[config.mk]
export PLATFORM = sky130hd
export DESIGN_NAME = fsrq_ctrl
export DESIGN_NICKNAME = d
export VERILOG_FILES = /design/src/design/fsrq_pkg.sv /design/src/design/fsrq_ctrl.sv
export SDC_FILE = /design/constraint.sdc
export NUM_CORES = 1
export LEC_CHECK = 0
export BUFFER_PORTS_ARGS = -buffer_cell sky130_fd_sc_hd__buf_2
export CAP_MARGIN = 10
export CORE_AREA = 2 2 39 41
export CTS_CLUSTER_DIAMETER = 200
export DETAILED_ROUTE_END_ITERATION = 12
export DIE_AREA = 0 0 41 43
export PLACE_DENSITY = 0.58
export SYNTH_ARGS = -nofsm -noshare
export SYNTH_HDL_FRONTEND = slang
export SYNTH_SLANG_ARGS = --single-unit
[constraint.sdc]
create_clock -name i_clk -period 3.85 [get_ports i_clk]
set_input_delay 0.5775 -clock i_clk [delete_from_list [all_inputs] [get_ports i_clk]]
set_output_delay 0.5775 -clock i_clk [all_outputs]
set_load 0.02 [all_outputs]
[src/design/fsrq_pkg.sv]
// ============================================================================
// fsrq_pkg: shared types and constants for the fair-share run queue
// Operation codes, table sizes and the controller/datapath link structs.
// ============================================================================
`timescale 1ns / 1ps
`default_nettype none

package fsrq_pkg;

    // table sizing
    localparam int MAX_THREADS = 64;
    localparam int ID_BITS     = 16;
    localparam int VR_W        = 64;
    localparam int IDX_W       = $clog2(MAX_THREADS);
    localparam int CNT_W       = $clog2(MAX_THREADS + 1);
    localparam logic [VR_W-1:0] WAKE_BONUS_RST = VR_W'(10000);

    // operation codes
    localparam logic [2:0] OP_ENQ    = 3'd0;
    localparam logic [2:0] OP_DEQ    = 3'd1;
    localparam logic [2:0] OP_PEEK   = 3'd2;
    localparam logic [2:0] OP_REMOVE = 3'd3;
    localparam logic [2:0] OP_BLOCK  = 3'd4;
    localparam logic [2:0] OP_WAKE   = 3'd5;
    localparam logic [2:0] OP_UPDATE = 3'd6;
    localparam logic [2:0] OP_NOP    = 3'd7;

    // controller -> datapath commands
    typedef struct packed {
        logic load;      // latch request, clear search results
        logic rd_run;    // read run table at index for the scan
        logic rd_wait;   // read wait list at index
        logic rd_next;   // wait list read at index + 1 (shift)
        logic idx_inc;   // advance index
        logic idx_ld_hit;// index <= matched wait slot
        logic wr_shift;  // write shifted wait entry at index
        logic apply;     // commit the operation, register the result
    } t_cmd;

    // datapath -> controller status
    typedef struct packed {
        logic idx_last;   // index at last run table slot
        logic wlen_zero;  // wait list empty
        logic wscan_last; // index at last wait list entry
        logic hit;        // id match found
        logic shift_more; // index + 1 below wait length
    } t_sts;

endpackage

`default_nettype wire

[src/design/fsrq_ctrl.sv]
// ============================================================================
// fsrq_ctrl: sequencer for the fair-share run queue
// Steps each request through table scans, wait-list shifting and commit.
// ============================================================================
`timescale 1ns / 1ps
`default_nettype none

module fsrq_ctrl import fsrq_pkg::*; (
    input  wire logic       i_clk,
    input  wire logic       i_rst_n,
    input  wire logic       i_start,
    input  wire logic [2:0] i_operation,
    input  wire t_sts       i_sts,
    output t_cmd            o_cmd,
    output logic            o_busy,
    output logic            o_done
);

    typedef enum logic [3:0] {
        S_IDLE, S_SCAN, S_SDRAIN, S_WSCAN, S_WDRAIN, S_WCHK, S_WRD, S_WWR, S_APPLY
    } t_state;

    t_state r_state, n_state;

    // next state and commands
    always_comb begin
        n_state = r_state;
        o_cmd   = '0;
        case (r_state)
            S_IDLE: begin
                if (i_start) begin
                    o_cmd.load = 1'b1;
                    if (i_operation == OP_NOP) begin
                        n_state = S_APPLY;
                    end else if (i_operation == OP_WAKE) begin
                        n_state = i_sts.wlen_zero ? S_APPLY : S_WSCAN;
                    end else begin
                        n_state = S_SCAN;
                    end
                end
            end
            S_SCAN: begin
                o_cmd.rd_run  = 1'b1;
                o_cmd.idx_inc = 1'b1;
                if (i_sts.idx_last) n_state = S_SDRAIN;
            end
            S_SDRAIN: n_state = S_APPLY;
            S_WSCAN: begin
                o_cmd.rd_wait = 1'b1;
                o_cmd.idx_inc = 1'b1;
                if (i_sts.wscan_last) n_state = S_WDRAIN;
            end
            S_WDRAIN: n_state = S_WCHK;
            S_WCHK: begin
                if (i_sts.hit) begin
                    o_cmd.idx_ld_hit = 1'b1;
                    n_state = S_WRD;
                end else begin
                    n_state = S_APPLY;
                end
            end
            S_WRD: begin
                if (i_sts.shift_more) begin
                    o_cmd.rd_wait = 1'b1;
                    o_cmd.rd_next = 1'b1;
                    n_state = S_WWR;
                end else begin
                    n_state = S_APPLY;
                end
            end
            S_WWR: begin
                o_cmd.wr_shift = 1'b1;
                o_cmd.idx_inc  = 1'b1;
                n_state = S_WRD;
            end
            S_APPLY: begin
                o_cmd.apply = 1'b1;
                n_state = S_IDLE;
            end
            default: n_state = S_IDLE;
        endcase
    end

    // state and registered handshake outputs
    always_ff @(posedge i_clk) begin
        if (!i_rst_n) begin
            r_state <= S_IDLE;
            o_busy  <= 1'b0;
            o_done  <= 1'b0;
        end else begin
            r_state <= n_state;
            o_busy  <= (n_state != S_IDLE);
            o_done  <= (r_state == S_APPLY);
        end
    end

endmodule

`default_nettype wire

# [Word-level counts from Yosys, hierarchy flattened]
# Cells that the tools add are included.
[word_totals] regBits=6 word_cells=36
[op_classes] n_eq_ne=10 n_mux=20 reduce_logical=3
[op_table] op="$mux 4" count=8
[op_table] op="$pmux 4 s8" count=1
[op_table] op="$eq 4x3->1 const B" count=4
[op_table] op="$mux 1" count=9
[op_table] op="$eq 4x2->1 const B" count=2
[op_table] op="$eq 3x3->1 const B" count=2
[op_table] op="$eq 4x1->1 const B" count=1
[op_table] op="$eq 4x4->1 const B" count=1
[op_table] op="$logic_not 4->1" count=1
[op_table] op="$reduce_bool 4->1" count=1
[op_table] op="$reduce_or 3->1" count=1
[op_table] op="$mux 2" count=1
[op_table] op="$pmux 1 s2" count=1

# [Logic depth before layout (Yosys ltp)]
# Gate-level depths: netlist of run 1.
[logic_depth] depth_word=6 depth_mapped=5

# [Worst setup path before layout of run 1]
# Ideal clock, no wire load.
[synth_timing] path_kind="register to output" startpoint="register r_state[0]" endpoint="output port o_cmd[0] in the netlist's numbering" arrival_ns=1.289 required_time_ns=3.273 path_slack_ns=1.983 stages_incl_launch_ff=3 n_path_buf=1 cell_sequence="dfxtp_1 buf_4 nor4b_1"
[synth_rtl] element="start, declared" line="fsrq_ctrl.sv:23" source="t_state r_state, n_state;"
[synth_rtl] element="start signal, assigned" line="fsrq_ctrl.sv:91" source="r_state <= n_state;"
[synth_rtl] element="end, declared" line="fsrq_ctrl.sv:14" source="output t_cmd o_cmd,"

==> results.py, run 1 <==
metrics = {
    "sta": {
        "fin_crit_sh_pct": 49.0,
        "finalSetupViolations": 0,
        "skew_ps": 3.46,
        "finalCriticalPeriod_ps": 1890,
        "hold_viol": 0,
        "maxSlewViolCount": 0,
        "max_freq_ghz": 0.530,
        "fin_hold_ws_ps": 550,
        "setup_tns_ps": 0,
        "relSlewSlack_pct": 71.7,
        "grt_setup_unrepaired": "false",
        "worst_pin_slew_ps": 424,
    },
    "yosys": {
        "synth-simple-area-share_pct": 41.8,
        "yosys.area.top_type": "dfxtp_1",
        "synth_fa_ha_area_share_pct": 0,
        "syn_nets": 69,
        "syn-cell-area_um2": 440,
        "ys_warn_count": 0,
        "ys_types": 25,
        "synth_edf_count": 0,
        "synth_top_flop_cell": "dfxtp_1",
        "synth_seq_cells": 6,
        "seq_area_frac_synth_pct": 27.3,
        "synth_top_area_share_pct": 27.3,
        "synth_top_family_by_area": "simple AND/OR/NAND/NOR gates",
        "synth_cells": 58,
        "synth_common_cells": "nor2_1 (10), dfxtp_1 (6), nand2b_1 (5)",
        "synth-compound-area-share_pct": 23.3,
        "synthArstFlopShare_pct": 0,
        "synth.area.mux_share_pct": 0,
        "ys_top_cells_by_area": "dfxtp_1 (27%), nor2_1 (8.5%), nand2b_1 (7.1%)",
        "synth_area_per_cell_um2": 7.59,
        "synth_xor_area_share_pct": 0,
        "yosysMostFrequentCell": "nor2_1",
    },
    "floorplan": {
        "rows": 14,
        "start_util_pct": 31.8,
        "ioPinCount": 21,
        "die_h_um": 43,
        "die_area_um2": 1760,
        "core-area_um2": 1380,
        "die_w_um": 41,
    },
    "cells_and_area": {
        "drive_above_1_share_pct": 35.1,
        "multiInputGateArea_um2": 287,
        "num_antenna_cells": 0,
        "synthToLayoutAreaGrowth_pct": 27.3,
        "nets": 90,
        "postLayoutCellArea_um2": 561,
        "num-fill-cells": 144,
        "regArea_um2": 120,
    },
    "critical_path": {
        "critPathMaxFanout": 12,
        "crit_path_start": "r_state[2]",
        "rr_worst_depth": 4,
        "critPathLaunchType": "flip-flop",
        "r2r-start": "r_state[0]",
        "end_kind": "primary output",
        "ff2ff_setup_slack_ps": 2270,
        "cp.arrival_ps": 1310,
        "cp_data_required_time_ps": 3270,
        "worstSetupPathType": "reg -> out",
        "r2r-end": "o_busy",
    },
    "clock_network": {
        "htree_num_levels": 1,
        "post_cts_buffers": 0,
        "ctsResizeCount": 0,
        "clockBufferDepth": 2,
        "clk_latency_ps": 240,
        "clock_sinks": 6,
        "ctsRootBufferMaster": "clkbuf_4",
        "hold_buffers": 0,
        "cts_tree": "done",
        "clk_pin_slew_ps": 40,
        "tritoncts.num_buffers": 3,
    },
    "detailed_routing": {
        "ant_nets": 0,
        "vias": 466,
        "viasPerCell": 5.01,
        "drt_pass1_iterations": 4,
        "drt_iter0_markers": 5,
        "drc": 0,
        "routedWlPerCell_um": 10.9,
        "drt-total-wl_um": 1020,
    },
    "pwr": {
        "p_sw_uw": 50.6,
        "p_leak_nw": 0.240,
        "power.internal_uw": 121,
        "power_density_nw_per_um2": 306,
        "p_clk_share_pct": 32.2,
        "pwr-share-comb_pct": 24.9,
        "p_sw_share_pct": 29.6,
        "seqPwrFrac_pct": 42.9,
        "ir_worst_vdd_mv": 0.235,
    },
    "global_routing": {
        "grt_max_degree": 15,
        "grt_pass1_vias": 369,
        "grt_overflow": 0,
        "grt_pass1_wl_um": 1510,
        "antenna_found_initial": 0,
        "grt_usage_pct": 12.8,
    },
    "min_path": {
        "min_to": "o_done",
        "hp-class": "in -> reg",
        "min-delay-start": "i_rst_n",
        "worst_hold_path.num_cells": 2,
    },
    "place": {
        "dp_hpwl_um": 790,
        "gp_congestion": 0.659,
        "port_buffers": 20,
        "detailed_place.area_um2": 538,
    },
    "job": {
        "maxCapViolCount": 0,
    },
    "status": {
        "run_status": "completed",
    },
}
==> through the flow <==
stage / instances / setup WS, ps / util, % / power, mW
floorplan: 58 / 1980 / - / 0.103
global placement: 90 / 2160 / 38.9 / 0.117
detailed placement: 90 / 2160 / 38.9 / 0.117
CTS: 93 / 1970 / 40.5 / 0.175
global route: 93 / 1880 / 40.5 / 0.183
finish: 93 / 1960 / 40.5 / 0.171
==> sequential cells by signal, summed over array words and instances (netlist names) <==
register / count
o_busy: 1
r_state: 4
o_done: 1
==> cell usage in the layout, fill, tap and decap left out, drive strengths merged, types with 3 or more instances in the layout <==
cell    instances
nor2           10
inv             3
a21oi           3
a211oi          4
dfxtp           6
buf            20
nand2b          5
clkbuf          3
nor3            3
nor2b           3
==> power by group through the flow <==
stage	Sequential [mW]	Combinational, mW	Clock [mW]
final	0.0734	0.0427	0.0552
after global routing	0.0740	0.0469	0.0618
after CTS	0.0733	0.0430	0.0586
after detailed placement	0.0744	0.0429	0
after global placement	0.0744	0.0425	0
after floorplan	0.0713	0.0321	0
==> per-layer routing <==
metal  vias to the layer above  track usage [%]  part of all wire (%)
li1                        246                -                     -
met1                       202             16.1                    49
met2                        18             18.4                    44
met3                         0             7.85                   7.2
met4                         0             2.00                     0
met5                         -                0                     0
==> cell type report <==
type,instances,area share (%)
Tap cell,16,3.57
Timing Repair Buffer,20,17.9
Multi-Input combinational cell,45,51.1
Clock buffer,3,4.02
Sequential cell,6,21.4
Inverter,3,2.01
==> logic make-up after synthesis <==
family                 count (synthesis)
AO/OA/AOI/OAI                         13
flip-flops                             6
AND/OR/NAND/NOR                       32
buffers and inverters                  7
==> critical path, cell delays in order (launching register included) <==
cell	delay, ps
dfxtp_1	530
nand2b_1	170
nor3_1	180
buf_2	190
==> worst max-delay path by stage <==
stage	end	cells after the start
2_1_floorplan	o_cmd[0]	2
3_3_place_gp	o_cmd[5]	4
3_5_place_dp	o_cmd[5]	4
4_1_cts	o_cmd[2]	3
5_1_grt	o_cmd[0]	2
6_report	o_cmd[2]	3
(Power assumes the default switching activity.)
==> run 2: changes to the inputs <==
--- a/config.mk
+++ b/config.mk
@@ -11,7 +11,7 @@
 export CTS_CLUSTER_DIAMETER = 200
 export DETAILED_ROUTE_END_ITERATION = 12
 export DIE_AREA = 0 0 41 43
-export PLACE_DENSITY = 0.58
+export PLACE_DENSITY = 0.61
 export SYNTH_ARGS = -nofsm -noshare
 export SYNTH_HDL_FRONTEND = slang
 export SYNTH_SLANG_ARGS = --single-unit
==> constraint.sdc (replaced) <==
create_clock -name i_clk -period 1.7 [get_ports i_clk]
set_input_delay 0.255 -clock i_clk [delete_from_list [all_inputs] [get_ports i_clk]]
set_output_delay 0.255 -clock i_clk [all_outputs]
set_load 0.02 [all_outputs]
==> results.py, run 2 (synthesized netlist as in run 1, its figures left out) <==
metrics = {
    "clock_network": {
        "ctsRootBufferMaster": "clkbuf_4",
        "ctsResizeCount": 0,
        "clk_pin_slew_ps": 40,
        "htree_num_levels": 1,
        "clk_latency_ps": 240,
        "clockBufferDepth": 2,
        "hold_buffers": 0,
        "cts_tree": "done",
        "tritoncts.num_buffers": 3,
        "post_cts_buffers": 0,
        "clock_sinks": 6,
    },
    "place": {
        "dp_hpwl_um": 809,
        "gp_congestion": 0.818,
        "port_buffers": 20,
        "dp_cells": 90,
    },
    "cells_and_area": {
        "nets": 90,
        "regMostFlops": "r_state",
        "layout_common_cells": "buf_2 (20), nor2_1 (10), dfxtp_1 (6), nand2b_1 (5), a211oi_1 (4)",
        "final_common_cell": "buf_2",
        "largest_reg_flops": 4,
        "drive_above_1_share_pct": 35.1,
        "num_antenna_cells": 0,
        "stdcell_count": 93,
        "reg_top3": "r_state: 4 flops, o_busy: 1 flops, o_done: 1 flops",
        "synthToLayoutAreaGrowth_pct": 27.3,
        "num-fill-cells": 145,
    },
    "sta": {
        "grt_setup_unrepaired": "false",
        "worst_pin_slew_ps": 403,
        "fin_crit_sh_pct": 93.9,
        "skew_ps": 1.05,
        "hold_viol": 0,
        "max_freq_ghz": 0.626,
        "finalCriticalPeriod_ps": 1600,
        "setup_tns_ps": 0,
        "fin_hold_ws_ps": 229,
        "maxSlewViolCount": 0,
        "relSlewSlack_pct": 73.0,
        "finalSetupViolations": 0,
    },
    "critical_path": {
        "cp.arrival_ps": 1340,
        "crit_family": "flip-flops",
        "cp_data_required_time_ps": 1440,
        "critPathLaunchType": "flip-flop",
        "cp_num_cells": 2,
        "cp_num_buf_inv": 1,
        "max_stage_delay_ps": 480,
        "worstSetupPathType": "reg -> out",
        "critPathMaxFanout": 10,
        "cp_cell_sequence": "nor4b_1 -> buf_2",
        "worst_path_max_delay_cell": "dfxtp_1",
        "r2r-start": "r_state[0]",
        "rr_worst_depth": 4,
        "end_kind": "primary output",
        "ff2ff_setup_slack_ps": 120,
        "r2r-end": "o_busy",
    },
    "pwr": {
        "p_leak_nw": 0.240,
        "power_density_nw_per_um2": 698,
        "ir_worst_vdd_mv": 0.270,
    },
    "global_routing": {
        "antenna_found_initial": 0,
        "grt_max_degree": 15,
        "grt_usage_pct": 12.7,
        "grt_pass1_wl_um": 1540,
        "grt_overflow": 0,
        "grt_pass1_vias": 384,
    },
    "detailed_routing": {
        "vias": 454,
        "drt_pass1_iterations": 4,
        "drc": 0,
        "ant_nets": 0,
        "drt_iter0_markers": 1,
        "viasPerCell": 4.88,
        "drt-total-wl_um": 1000,
        "routedWlPerCell_um": 10.8,
    },
    "floorplan": {
        "ioPinCount": 21,
        "start_util_pct": 31.8,
        "die_h_um": 43,
        "die_w_um": 41,
        "die_area_um2": 1760,
        "core-area_um2": 1380,
        "rows": 14,
    },
    "status": {
        "run_status": "completed",
    },
    "min_path": {
        "min-delay-start": "i_rst_n",
        "hp-class": "in -> reg",
        "worst_hold_path.num_cells": 2,
        "min_to": "o_done",
    },
    "job": {
        "maxCapViolCount": 0,
    },
}
==> run 2: cell type report <==
class | count | area [um^2] | area share [%]
well taps | 16 | 20.0 | 3.57
inverters | 3 | 11.3 | 2.01
flip-flops and latches | 6 | 120 | 21.4
repair buffers | 20 | 100 | 17.9
clock buffers | 3 | 22.5 | 4.02
multi-input cells | 45 | 287 | 51.1
==> run 2: how the worst max path moves through the flow <==
stage / slack (ps) / end / from
finish: 100 / o_cmd[0] / r_state[3]
global route: 5 / o_cmd[0] / r_state[0]
CTS: 80 / o_cmd[0] / r_state[3]
detailed placement: 150 / o_busy / r_state[0]
global placement: 190 / o_busy / r_state[0]
floorplan: 130 / o_done / r_state[0]
==> run 2: metrics by stage <==
stage	setup WS [ps]	area, um^2	util [%]	total power [mW]
finish	104	561	40.5	0.391
global route	4.81	561	40.5	0.413
CTS	76.4	561	40.5	0.395
detailed placement	149	538	38.9	0.265
global placement	195	538	38.9	0.264
floorplan	131	440	-	0.234
==> run 2: per-layer routing <==
layer | GRT usage (%) | vias to the layer above | wire length [um]
li1 | - | 245 | -
met1 | 18.1 | 189 | 472
met2 | 17.2 | 18 | 444
met3 | 3.14 | 2 | 72
met4 | 6.00 | 0 | 14
met5 | 0 | - | 0
==> run 2: report_power, final <==
part           internal [mW]  switching (mW)  leakage, nW  total, mW
registers              0.150          0.0149       0.0490      0.165
clock network         0.0797          0.0487       0.0138      0.128
logic                 0.0435          0.0544        0.178     0.0979
==> run 3: changes to the inputs <==
--- a/config.mk
+++ b/config.mk
@@ -11,7 +11,7 @@
 export CTS_CLUSTER_DIAMETER = 200
 export DETAILED_ROUTE_END_ITERATION = 12
 export DIE_AREA = 0 0 41 43
-export PLACE_DENSITY = 0.61
+export PLACE_DENSITY = 0.62
 export SYNTH_ARGS = -nofsm -noshare
 export SYNTH_HDL_FRONTEND = slang
 export SYNTH_SLANG_ARGS = --single-unit
==> results.py, run 3 (synthesized netlist as in run 1, its figures left out) <==
metrics = {
    "cells_and_area": {
        "num_antenna_cells": 0,
        "multiInputGateArea_um2": 287,
        "final_common_cell": "buf_2",
        "largest_reg_flops": 4,
        "regMostFlops": "r_state",
        "num-fill-cells": 136,
        "reg_top3": "r_state: 4 flops, o_busy: 1 flops, o_done: 1 flops",
        "drive_above_1_share_pct": 35.9,
        "synthToLayoutAreaGrowth_pct": 29.0,
        "stdcell_count": 94,
        "nets": 91,
        "layout_common_cells": "buf_2 (20), nor2_1 (10), dfxtp_1 (6), nand2b_1 (5), a211oi_1 (4)",
        "regArea_um2": 120,
    },
    "floorplan": {
        "rows": 14,
        "die_area_um2": 1760,
        "ioPinCount": 21,
        "core-area_um2": 1380,
        "die_w_um": 41,
        "start_util_pct": 31.8,
        "die_h_um": 43,
    },
    "detailed_routing": {
        "drt-total-wl_um": 969,
        "viasPerCell": 4.96,
        "ant_nets": 0,
        "drt_iter0_markers": 3,
        "drt_pass1_iterations": 4,
        "drc": 0,
        "vias": 466,
        "routedWlPerCell_um": 10.3,
    },
    "global_routing": {
        "grt_overflow": 0,
        "grt_pass1_vias": 366,
        "antenna_found_initial": 0,
        "grt_usage_pct": 11.9,
        "grt_max_degree": 13,
        "grt_pass1_wl_um": 1440,
    },
    "sta": {
        "grt_setup_unrepaired": "false",
        "finalSetupViolations": 0,
        "finalCriticalPeriod_ps": 1560,
        "maxSlewViolCount": 0,
        "relSlewSlack_pct": 74.6,
        "skew_ps": 3.07,
        "hold_viol": 0,
        "worst_pin_slew_ps": 378,
        "fin_crit_sh_pct": 91.7,
        "max_freq_ghz": 0.641,
        "setup_tns_ps": 0,
    },
    "critical_path": {
        "cp.arrival_ps": 1730,
        "ff2ff_setup_slack_ps": 140,
        "rr_worst_depth": 4,
        "worstSetupPathType": "reg -> reg",
        "end_kind": "flip-flop",
        "critPathMaxFanout": 12,
        "critPathLaunchType": "flip-flop",
        "r2r-start": "r_state[2]",
        "r2r-end": "o_busy",
        "cp_data_required_time_ps": 1870,
    },
    "place": {
        "port_buffers": 20,
        "dp_cells": 91,
        "dp_hpwl_um": 738,
        "gp_congestion": 0.726,
    },
    "pwr": {
        "power_density_nw_per_um2": 694,
        "ir_worst_vdd_mv": 0.413,
        "p_leak_nw": 0.246,
    },
    "clock_network": {
        "clockBufferDepth": 2,
        "ctsResizeCount": 0,
        "clock_sinks": 6,
        "clk_latency_ps": 240,
        "ctsRootBufferMaster": "clkbuf_4",
        "clk_pin_slew_ps": 40,
        "cts_tree": "done",
        "htree_num_levels": 1,
        "tritoncts.num_buffers": 3,
        "hold_buffers": 0,
        "post_cts_buffers": 0,
    },
    "min_path": {
        "min_to": "o_done",
        "min-delay-start": "i_rst_n",
        "worst_hold_path.num_cells": 2,
        "hp-class": "in -> reg",
    },
    "job": {
        "maxCapViolCount": 0,
    },
    "status": {
        "run_status": "completed",
    },
}
-- run 3: worst max path at each step --
stage,start,to,slack (ps),cells after the start
after floorplan,r_state[0],o_done,130,3
after global placement,r_state[2],o_busy,220,4
after detailed placement,r_state[2],o_busy,170,4
after CTS,r_state[3],o_cmd[0],150,2
after global routing,r_state[0],o_cmd[6],3,4
final,r_state[2],o_busy,140,4
-- run 3: power breakdown --
group	total, mW	internal, mW	switching, mW
Sequential	0.162	0.150	0.0117
Combinational	0.103	0.0464	0.0570
Clock	0.129	0.0797	0.0490
Total	0.394	0.276	0.118
-- run 3: cell type report --
cell class                 instances  share of cell area [%]
clock buffer                       3                    3.96
tap                               16                    3.52
timing repair buffer              21                    18.9
multi-input combinational         45                    50.4
inverter                           3                    1.98
sequential                         6                    21.1
-- run 3: metal layers --
layer,vias up,GRT usage [%],wire length [um]
met1,203,16.2,476
li1,247,-,-
met2,16,16.6,412
met5,-,0,0
met4,0,2.00,0
met3,0,6.28,79
-- run 3: stage by stage --
stage	power (mW)	utilization, %	worst slack, ps	hold WS (ps)	instance area, um^2
after floorplan	0.234	-	131	377	440
after global placement	0.268	39.4	216	470	546
after detailed placement	0.268	39.4	167	476	546
after CTS	0.399	41.0	146	222	568
after global routing	0.418	41.0	3.03	231	568
final	0.394	41.0	141	224	568
-- run 3: worst max-delay path: stages, from the launching register on --
cell	delay [ps]
dfxtp_1	500
or3b_2	490
a31oi_1	210
a211oi_1	100
a41oi_2	170
